<file path="src/hdl/scbp_pkg.sv">
// ----------------------------------------------------------------------------
// scbp_pkg
// Shared types and constants for the serial command button pulser.
// ----------------------------------------------------------------------------
package scbp_pkg;

  localparam int CODE_BITS_DEF  = 4;
  localparam int TIMER_BITS_DEF = 24;

  localparam int BIT_TICKS_W   = 16;
  localparam int PRESS_TICKS_W = 24;
  localparam int CFG_DATA_W    = 24;
  localparam int CFG_INDEX_W   = 2;

  localparam logic [BIT_TICKS_W-1:0]   BIT_TICKS_RST   = 16'd100;
  localparam logic [PRESS_TICKS_W-1:0] PRESS_TICKS_RST = 24'd120000;
  localparam logic [PRESS_TICKS_W-1:0] HOLD_TICKS_RST  = 24'd120000;

  localparam int OUT_COUNT = 5;
  localparam int OUT_W     = 3;

  typedef enum logic [CFG_INDEX_W-1:0] {
    REG_BIT_TICKS   = 2'd0,
    REG_PRESS_TICKS = 2'd1,
    REG_HOLD_TICKS  = 2'd2
  } cfg_reg_t;

  typedef enum logic [OUT_W-1:0] {
    OUT_ENC_UP   = 3'd0,
    OUT_ENC_DOWN = 3'd1,
    OUT_EXP      = 3'd2,
    OUT_OK       = 3'd3,
    OUT_SWITCH   = 3'd4,
    OUT_NONE     = 3'd7
  } out_sel_t;

  typedef enum logic [3:0] {
    PH_IDLE  = 4'b0001,
    PH_RECV  = 4'b0010,
    PH_TAIL  = 4'b0100,
    PH_PULSE = 4'b1000
  } phase_t;

  typedef struct packed {
    logic [OUT_COUNT-1:0] pins;
    logic                 busy;
  } res_t;

endpackage

</file>
<file path="src/hdl/serial_command_button_pulser.sv">
// ----------------------------------------------------------------------------
// serial_command_button_pulser
// Receives short serial command codes and drives a timed pulse on one of
// five button outputs.
// ----------------------------------------------------------------------------
// Channel  | Handshake                   | Payload
// sample   | sample_valid / sample_stall | line_level
// result   | result_valid / result_stall | enc_up_pin .. switch_button_pin, busy_res
// cfg      | cfg_valid / cfg_ready       | cfg_index, cfg_data
//
// One sample per cycle unless stalled; each request yields one registered result.
// The state update is a single pass from the state registers to the result
// register; a two-entry output buffer (result plus skid) keeps the input open
// while one result waits. sample_stall is high only while the skid is full.
// Synchronous reset clears state, timer, config registers to defaults.
// ----------------------------------------------------------------------------
module serial_command_button_pulser
  import scbp_pkg::*;
#(
  parameter int CODE_BITS  = CODE_BITS_DEF,
  parameter int TIMER_BITS = TIMER_BITS_DEF
) (
  input  logic                   clk,
  input  logic                   rst,
  input  logic                   sample_valid,
  output logic                   sample_stall,
  input  logic                   line_level,
  output logic                   result_valid,
  input  logic                   result_stall,
  output logic                   enc_up_pin,
  output logic                   enc_down_pin,
  output logic                   exp_button_pin,
  output logic                   ok_button_pin,
  output logic                   switch_button_pin,
  output logic                   busy_res,
  input  logic                   cfg_valid,
  output logic                   cfg_ready,
  input  logic [CFG_INDEX_W-1:0] cfg_index,
  input  logic [CFG_DATA_W-1:0]  cfg_data
);

  localparam int LOAD_W  = 33;
  localparam int COUNT_W = $clog2(CODE_BITS + 1);
  localparam logic [LOAD_W-1:0] TIMER_MAX = (LOAD_W'(1) << TIMER_BITS) - LOAD_W'(1);

  function automatic logic [TIMER_BITS-1:0] timer_load(input logic [LOAD_W-1:0] v);
    logic [LOAD_W-1:0] s;
    s = (v > TIMER_MAX) ? TIMER_MAX : v;
    if (s == '0) begin
      s = LOAD_W'(1);
    end
    return s[TIMER_BITS-1:0];
  endfunction

  logic [BIT_TICKS_W-1:0]   bit_ticks;
  logic [PRESS_TICKS_W-1:0] press_ticks;
  logic [PRESS_TICKS_W-1:0] hold_ticks;

  phase_t                phase, phase_next;
  logic [TIMER_BITS-1:0] tick_timer, tick_timer_next, timer_dec;
  logic [COUNT_W-1:0]    bits_taken, bits_taken_next;
  logic [CODE_BITS-1:0]  code_shift, code_shift_next;
  out_sel_t              active_output, active_output_next;

  res_t res_new, head, skid;
  logic skid_valid;
  logic accept, take;

  // configuration
  assign cfg_ready = 1'b1;

  always_ff @(posedge clk) begin
    if (rst) begin
      bit_ticks   <= BIT_TICKS_RST;
      press_ticks <= PRESS_TICKS_RST;
      hold_ticks  <= HOLD_TICKS_RST;
    end else if (cfg_valid && cfg_ready) begin
      case (cfg_index)
        REG_BIT_TICKS:   bit_ticks   <= cfg_data[BIT_TICKS_W-1:0];
        REG_PRESS_TICKS: press_ticks <= cfg_data;
        REG_HOLD_TICKS:  hold_ticks  <= cfg_data;
        default: ;
      endcase
    end
  end

  // handshake
  assign sample_stall = skid_valid;
  assign accept       = sample_valid && !skid_valid;
  assign take         = result_valid && !result_stall;

  // next state
  assign timer_dec = tick_timer - TIMER_BITS'(1);

  always_comb begin
    phase_next         = phase;
    tick_timer_next    = tick_timer;
    bits_taken_next    = bits_taken;
    code_shift_next    = code_shift;
    active_output_next = active_output;
    case (phase)
      PH_IDLE: begin
        if (!line_level) begin
          phase_next      = PH_RECV;
          tick_timer_next = timer_load(LOAD_W'(bit_ticks) + LOAD_W'(bit_ticks >> 1));
          bits_taken_next = '0;
          code_shift_next = '0;
        end
      end
      PH_RECV: begin
        tick_timer_next = timer_dec;
        if (timer_dec == '0) begin
          code_shift_next = (code_shift >> 1)
                          | (CODE_BITS'(line_level) << (CODE_BITS - 1));
          bits_taken_next = bits_taken + COUNT_W'(1);
          tick_timer_next = timer_load(LOAD_W'(bit_ticks));
          if (bits_taken_next == COUNT_W'(CODE_BITS)) begin
            phase_next = PH_TAIL;
          end
        end
      end
      PH_TAIL: begin
        tick_timer_next = timer_dec;
        if (timer_dec == '0) begin
          if (32'(code_shift) < OUT_COUNT) begin
            active_output_next = out_sel_t'(OUT_W'(code_shift));
            phase_next         = PH_PULSE;
            tick_timer_next    = (32'(code_shift) == 32'(OUT_ENC_DOWN))
                               ? timer_load(LOAD_W'(hold_ticks))
                               : timer_load(LOAD_W'(press_ticks));
          end else begin
            phase_next         = PH_IDLE;
            active_output_next = OUT_NONE;
          end
        end
      end
      PH_PULSE: begin
        tick_timer_next = timer_dec;
        if (timer_dec == '0) begin
          phase_next         = PH_IDLE;
          active_output_next = OUT_NONE;
        end
      end
      default: begin
        phase_next         = PH_IDLE;
        active_output_next = OUT_NONE;
      end
    endcase
  end

  always_comb begin
    res_new.pins = '0;
    if (phase_next == PH_PULSE) begin
      case (active_output_next)
        OUT_ENC_UP:   res_new.pins[0] = 1'b1;
        OUT_ENC_DOWN: res_new.pins[1] = 1'b1;
        OUT_EXP:      res_new.pins[2] = 1'b1;
        OUT_OK:       res_new.pins[3] = 1'b1;
        OUT_SWITCH:   res_new.pins[4] = 1'b1;
        default:      res_new.pins    = '0;
      endcase
    end
    res_new.busy = (phase_next != PH_IDLE);
  end

  always_ff @(posedge clk) begin
    if (rst) begin
      phase         <= PH_IDLE;
      tick_timer    <= '0;
      bits_taken    <= '0;
      code_shift    <= '0;
      active_output <= OUT_NONE;
    end else if (accept) begin
      phase         <= phase_next;
      tick_timer    <= tick_timer_next;
      bits_taken    <= bits_taken_next;
      code_shift    <= code_shift_next;
      active_output <= active_output_next;
    end
  end

  // result register and skid
  always_ff @(posedge clk) begin
    if (rst) begin
      result_valid <= 1'b0;
      skid_valid   <= 1'b0;
    end else if (take) begin
      if (skid_valid) begin
        skid_valid <= 1'b0;
      end else begin
        result_valid <= accept;
      end
    end else if (accept) begin
      if (result_valid) begin
        skid_valid <= 1'b1;
      end else begin
        result_valid <= 1'b1;
      end
    end
  end

  always_ff @(posedge clk) begin
    if (take && skid_valid) begin
      head <= skid;
    end else if (accept && (take || !result_valid)) begin
      head <= res_new;
    end
    if (accept && result_valid && !take) begin
      skid <= res_new;
    end
  end

  assign enc_up_pin        = head.pins[0];
  assign enc_down_pin      = head.pins[1];
  assign exp_button_pin    = head.pins[2];
  assign ok_button_pin     = head.pins[3];
  assign switch_button_pin = head.pins[4];
  assign busy_res          = head.busy;

endmodule

</file>
<file path="config.mk">
export PLATFORM = sky130hd
export DESIGN_NAME = serial_command_button_pulser
export DESIGN_NICKNAME = d
export VERILOG_FILES = /design/src/hdl/scbp_pkg.sv /design/src/hdl/serial_command_button_pulser.sv
export SDC_FILE = /design/constraint.sdc
export NUM_CORES = 1
export LEC_CHECK = 0
export BUFFER_PORTS_ARGS = -buffer_cell sky130_fd_sc_hd__buf_2
export CAP_MARGIN = 40
export CORE_ASPECT_RATIO = 1.4
export CORE_MARGIN = 4
export CORE_UTILIZATION = 40
export CTS_CLUSTER_SIZE = 20
export DETAILED_ROUTE_END_ITERATION = 7
export PLACE_DENSITY = 0.56
export SYNTH_ARGS = -nofsm -noshare
export SYNTH_HDL_FRONTEND = slang
export SYNTH_SLANG_ARGS = --single-unit
</file>
<file path="constraint.sdc">
create_clock -name clk -period 9.95 [get_ports clk]
set_clock_uncertainty 0.15 [all_clocks]
set_input_delay 1.4925 -clock clk [delete_from_list [all_inputs] [get_ports clk]]
set_output_delay 1.4925 -clock clk [all_outputs]
set_load 0.01 [all_outputs]
</file>
==> results of run 1 <==
==> worst max path at each step <==
stage | start | to | slack [ns] | depth (start not counted)
after floorplan | tick_timer[1] | switch_button_pin | 6.35 | 13
after CTS | tick_timer[0] | tick_timer[14] | 5.72 | 11
after global placement | tick_timer[0] | tick_timer[14] | 5.77 | 11
final | tick_timer[1] | tick_timer[14] | 5.63 | 11
after global routing | tick_timer[0] | tick_timer[14] | 5.38 | 11
after detailed placement | tick_timer[0] | tick_timer[14] | 5.75 | 11
==> power groups by stage <==
stage	clock network [uW]	logic, uW	registers [uW]
finish	582	272	531
global route	618	300	534
CTS	592	270	530
detailed placement	0	268	540
global placement	0	264	539
floorplan	0	202	523
==> synthesized netlist by cell type (7+ instances only) <==
library cell	n	area share
nor2_1	73	0.038
clkbuf_1	42	0.022
o2111ai_1	8	0.0098
a22oi_1	7	0.0074
o221ai_1	7	0.0086
inv_1	30	0.016
a21oi_1	91	0.064
mux2i_1	11	0.015
nor4_1	25	0.022
ha_1	29	0.051
nand2b_1	7	0.0061
o21ai_0	21	0.015
nor3_1	32	0.022
xnor2_1	10	0.012
o31ai_1	11	0.012
nand3_1	29	0.020
o21a_1	9	0.0095
xor2_1	12	0.015
o211ai_1	7	0.0074
dfxtp_1	104	0.29
edfxtp_1	12	0.051
nand2_1	188	0.099
nand4_1	9	0.0079
==> per-stage QoR <==
| stage | area (sq um) | hold slack, ns | setup WS [ns] | utilization |
|---|---|---|---|---|
| final | 8160 | 0.3221 | 5.630 | 0.4670 |
| after global routing | 8160 | 0.3452 | 5.384 | 0.4670 |
| after global placement | 7480 | 0.3127 | 5.768 | 0.4281 |
| after detailed placement | 7600 | 0.3156 | 5.750 | 0.4349 |
| after CTS | 8160 | 0.3254 | 5.718 | 0.4670 |
| after floorplan | 7131 | 0.2983 | 6.347 | - |
==> cells by family (layout without fill, tap and decap cells) <==
kind of cell,Yosys count,in the layout
AND/OR/NAND/NOR,430,430
AO/OA/AOI/OAI,229,229
flip-flops,116,116
buffers and inverters,84,118
adder cells (fa/ha/maj),30,30
XOR/XNOR,22,22
multiplexers,15,15
other,1,1
==> flip-flops by register name, summed over array words and instances (netlist names), 3 cells and up <==
signal and flops:
active_output 3, bit_ticks 16, bits_taken 3, code_shift 4, hold_ticks 24, phase 4, press_ticks 24, skid 6
tick_timer 24
==> cell usage in the layout (no fill, tap or decap), types with 8 or more instances in the layout <==
cell type,n
nand2_1,188
dfxtp_1,104
a21oi_1,91
nor2_1,73
buf_2,39
nor3_1,32
inv_1,30
nand3_1,29
ha_1,29
nor4_1,25
o21ai_0,21
clkbuf_16,18
xor2_1,12
edfxtp_1,12
o31ai_1,11
mux2i_1,11
buf_4,11
xnor2_1,10
o21a_1,9
nand4_1,9
o2111ai_1,8
==> critical path, cell delays in order, from the launching register on <==
cell	delay [ns]
dfxtp_1	0.39
inv_1	0.14
ha_1	0.23
nor3b_2	0.51
nand2_1	0.25
o31ai_1	0.40
o2111ai_2	0.24
or4_4	0.72
nor3_2	0.66
a211o_1	0.26
nor2_1	0.05
nor4_1	0.23
==> final cells by class <==
cell class,instances,area [sq um],area share
Inverter,30,112.6,0.01380
Tap cell,236,295.3,0.03619
Clock buffer,19,464.2,0.05688
Clock inverter,13,96.34,0.01181
Timing Repair Buffer,56,397.9,0.04876
Sequential cell,116,2442,0.2993
Multi-Input combinational cell,727,4352,0.5333
==> metal layers <==
layer / GRT usage / part of all wire
met4: 0.08777 / 0.029
met2: 0.3887 / 0.51
met1: 0.2831 / 0.42
met3: 0.03884 / 0.043
met5: 0 / 0
==> impl_results.md, run 1 <==
- Outcome: complete, no violations
- Worst Reg2Reg Path Length in Cells: 11
- # DRC: 0
- RSZ-0062 raised after global routing: no
- Pwr dens: approximately 170 mW/mm^2
- Layout Nets: 1010
- Sw Ratio: 0.3205
- Endpoint, Worst Hold: press_ticks[13]
- Post-CTS setup buffers: 0
- IO Pins: 41
- Initial antenna violation count: 0
- Initial DRT Pass Iterations: 5
- Max VDD drop: 0.1018 mV
- Start of the worst register-to-register path: tick_timer[1]
- Period utilisation layout: 0.4342
- Worst r2r dst: tick_timer[14]
- XOR/XNOR Fraction of Synth Area: 0.02702
- CTS Root Cell: clkbuf_16
- Combinational power share: 0.196
- First-pass GRT wire length: 35.98 mm
- Register area share after synthesis: 0.3425
- Crit end category: flip-flop
- Die area: 0.02006 sq mm
- Achievable frequency: 231.5 MHz
- Worst hold path class: reg -> reg
- Multiplexer area fraction after synthesis: 0.02176
- Internal Pwr Total: 940.6 uW
- H-tree depth: 4
- Number of global-route vias before repair: 6614
- Number of max-cap violations: 0
- Routed WL: 22.59 mm
- Number of synthesized flops with an enable pin: 12
- Finished Layout Cells: 1197
- Clk slew on worst S/H paths: about 0.060 ns
- Critical Path Source Type: flip-flop
- Final setup vio count: 0
- DR iter-0 viols: approximately 480
- Design Power: around 1400 uW
- Filler cells: approximately 1800
- Netlist Area Pre-Place: ~0.0071 sq mm
- WL/cell: between 15 and 20 um
- Rel. slew slack: 0.4095
- Clock Sinks: 116
- NetSw: 443.6 uW
- Inserted Diodes: 0
- Cells after Synth: 927
- Worst slew pin tran: ~0.86 ns
- Most used DFF post-synth: dfxtp_1
- Sequential Power Share: 0.383
- DP HPWL: 16.71 mm
- Hold path depth: 2
- Static Leak: around 0.0032 uW
- Hold Buf Count CTS: 0
- Synthesis Warnings: 0
- Min cycle time layout: 4.320 ns
- Hold Path Origin: press_ticks[13]
- Synth Area per Inst: 7.692 sq um
- FFs w/ async S/R, synth: 0
- DR vias/cell: 5.797
- Max Slew Vio Count: 0
- CTS buffer count: 17
- Unique masters post-synth: 86
- Fin. Hold Viols: 0
- GP Congestion: 0.9091
- Row count: 57
- Fin Setup TNS: 0 ns
- Die Y: 166.0 um
- Die X: 120.8 um
- CP required: slightly above 10 ns
- Area Growth Syn to Fin: 14.44%
- WS Path Type: reg -> reg
- Combinational family with the most area after synthesis: simple AND/OR/NAND/NOR gates
- Gr ovfl total: 0
- Max clock buf depth: 2
- FF+latch count, synth: between 100 and 150
- Worst R2R Setup Slack: roughly 5.6 ns
- Initial cell density of the core: 0.4081
- # resized after CTS: 0
- Port bufs: 39
- Post-synthesis compound-gate area fraction: 0.2139
- Gr usage total: 0.2275
- ANT nets after route: 0
- CP max FO: 12
- Syn_nets: 989
- Largest net degree at the start of global routing: 45
- Share of cells above drive strength 1: 0.1270
- Placed cells: 1165
- Clock power share: 0.420
- Worst-Skew Late Latency: 0.42 ns
- Post-Synth Simple-Gate Area: 0.2918
- Worst path arrival time: around 4.5 ns
- Adder-Cell Fraction of Synth Area: 0.05369
- Core ar.: 0.01747 sq mm
- TritonCTS clock tree: done
- DR vias: 6939
(Power assumes the default switching activity.)
==> run 2, diff against run 1 <==
==> constraint.sdc (replaced) <==
create_clock -name clk -period 4.06 [get_ports clk]
set_clock_uncertainty 0.15 [all_clocks]
set_input_delay 0.609 -clock clk [delete_from_list [all_inputs] [get_ports clk]]
set_output_delay 0.609 -clock clk [all_outputs]
set_load 0.01 [all_outputs]
==> run 2 against run 1 <==
  * Flip-flop and latch count stayed put
  * Sequential power is 140% higher
  * First-iteration DRC count is 5.8% lower
  * Wire length is 1.1% higher
  * Utilization is 1.1 points higher
  * Register-to-register slack worse by 5.4 ns
  * Via count is 1.8% higher
  * Fmax is 14% higher
  * Critical path depth is 1 lower
==> impl_results.md, run 2 (synthesis results as in run 1) <==
- Hold Buf Count CTS: 0
- WL/cell: between 15 and 20 um
- TritonCTS clock tree: done
- Worst setup path end: switch_button_pin
- Worst Reg2Reg Path Length in Cells: 10
- Slowest CP cell: or4_4
- First-pass GRT wire length: 36.21 mm
- Util after Layout: 0.4780
- Outcome: complete, no violations
- Crit end category: flip-flop
- Port bufs: 39
- Fin Setup TNS: 0 ns
- Max VDD drop: 0.2761 mV
- Worst slew pin tran: 0.8292 ns
- Crit-path cells: inv_1 > ha_1 > or2_2 > o32a_1 > nor4_1 > nand3_1 > or4_4 > a211oi_2 > and4b_1 > mux2_2
- Worst r2r dst: switch_button_pin
- Worst path arrival time: 3.81 ns
- Worst-Skew Late Latency: 0.43 ns
- Die X: 120.8 um
- IO Pins: a little over 40
- Worst path max stage delay: 0.70 ns
- Pwr dens: 433.1 mW/mm^2
- GP Congestion: between 0.9 and 1
- ANT nets after route: 0
- Die area: 0.02006 sq mm
- Rel. slew slack: 0.4414
- Buf/Inv on CP: 1
- Initial DRT Pass Iterations: 7
- Start of the worst register-to-register path: tick_timer[0]
- Final setup vio count: 0
- Clock Sinks: approximately 120
- Biggest regs: hold_ticks: 24 flops, press_ticks: 24 flops, tick_timer: 24 flops
- Worst R2R Setup Slack: 0.28 ns
- CTS buffer count: 17
- Clk slew on worst S/H paths: approximately 0.06 ns
- RSZ-0062 raised after global routing: no
- Kind of cell adding the most delay to the critical path: simple AND/OR/NAND/NOR gates
- Largest net degree at the start of global routing: 60
- Most frequent cells in the layout: nand2_1, dfxtp_1, a21oi_1
- Stages on the worst setup path: 10
- Core ar.: 0.01747 sq mm
- DR vias/cell: 5.818
- Max clock buf depth: 2
- DR vias: between 7000 and 8000
- Crit path from: tick_timer[0]
- Min cycle time layout: ~3.8 ns
- CTS Root Cell: clkbuf_16
- Static Leak: roughly 0.0034 uW
- Fin. Hold Viols: 0
- Inserted Diodes: 0
- Initial cell density of the core: 0.4081
- Row count: 57
- Finished Layout Cells: 1214
- Die Y: 166.0 um
- Initial antenna violation count: 0
- Share of cells above drive strength 1: 0.1442
- Filler cells: 1794
- Most common cell after layout, fill and taps aside: nand2_1
- H-tree depth: 4
- Routed WL: about 23 mm
- Period utilisation layout: 0.9315
- Gr usage total: 0.2289
- Number of global-route vias before repair: 6719
- Achievable frequency: approximately 260 MHz
- Max Slew Vio Count: 0
- Critical Path Source Type: flip-flop
- WS Path Type: reg -> reg
- Number of max-cap violations: 0
- Area Growth Syn to Fin: 17.13%
- Gr ovfl total: 0
- Placed cells: 1180
- # DRC: 0
- CP max FO: 12
- CP required: 4.09 ns
- DP HPWL: about 17 mm
- Layout Nets: 1027
- Worst hold path class: in -> reg
- DR iter-0 viols: about 450
run 2: worst min-delay path, stage by stage:
cell	delay, ns
buf_2	0.09
nand2_1	0.04
nand3_1	0.06
run 2: metal layers:
metal  GRT usage  wire [um]  vias to the layer above
met4      0.1287       1094                        0
met1      0.2675       9275                     3311
met3     0.04532       1108                       74
met5           0          0                        -
met2      0.3865      11370                      234
li1            -          -                     3444
run 2: timing repair:
item	in CTS	in global routing
setup buffers	0	2
endpoints found under the setup margin	0	6
resized for setup	0	2
endpoints found under the hold margin	0	0
run 2: worst min-delay path by stage:
stage	slack, ns	end	cells after the start	startpoint
detailed placement	0.32	press_ticks[21]	2	press_ticks[21]
CTS	0.24	hold_ticks[16]	3	cfg_data[16]
finish	0.25	hold_ticks[16]	3	cfg_data[16]
global placement	0.31	hold_ticks[4]	2	hold_ticks[4]
global route	0.26	press_ticks[16]	3	cfg_data[16]
floorplan	0.30	hold_ticks[11]	2	hold_ticks[11]
run 2: final cells by class:
| type | instances | area (sq um) | area share |
|---|---|---|---|
| clock buffer | 19 | 464.2 | 0.05558 |
| clock inverter | 13 | 157.7 | 0.01888 |
| inverter | 30 | 112.6 | 0.01348 |
| multi-input combinational | 727 | 4352 | 0.5210 |
| sequential | 116 | 2445 | 0.2927 |
| tap | 236 | 295.3 | 0.03536 |
| timing repair buffer | 73 | 525.5 | 0.06292 |
run 2: power by group:
group	leakage, uW	switching [uW]	total (uW)	internal (uW)
logic	0.00208	442	735	293
registers	0.000973	75.8	1290	1220
clock network	0.000303	614	1590	976
run 2: metrics by stage:
| stage | total power [uW] | area (sq um) | hold WS [ns] | worst slack, ns |
|---|---|---|---|---|
| 5_1_grt | 3774 | 8352 | 0.2600 | 0.01878 |
| 2_1_floorplan | 1776 | 7131 | 0.2983 | 0.4570 |
| 4_1_cts | 3632 | 8322 | 0.2435 | 0.1446 |
| 3_5_place_dp | 2038 | 7700 | 0.3187 | 0.1688 |
| 6_report | 3617 | 8352 | 0.2536 | 0.2782 |
| 3_3_place_gp | 2033 | 7600 | 0.3109 | 0.2268 |
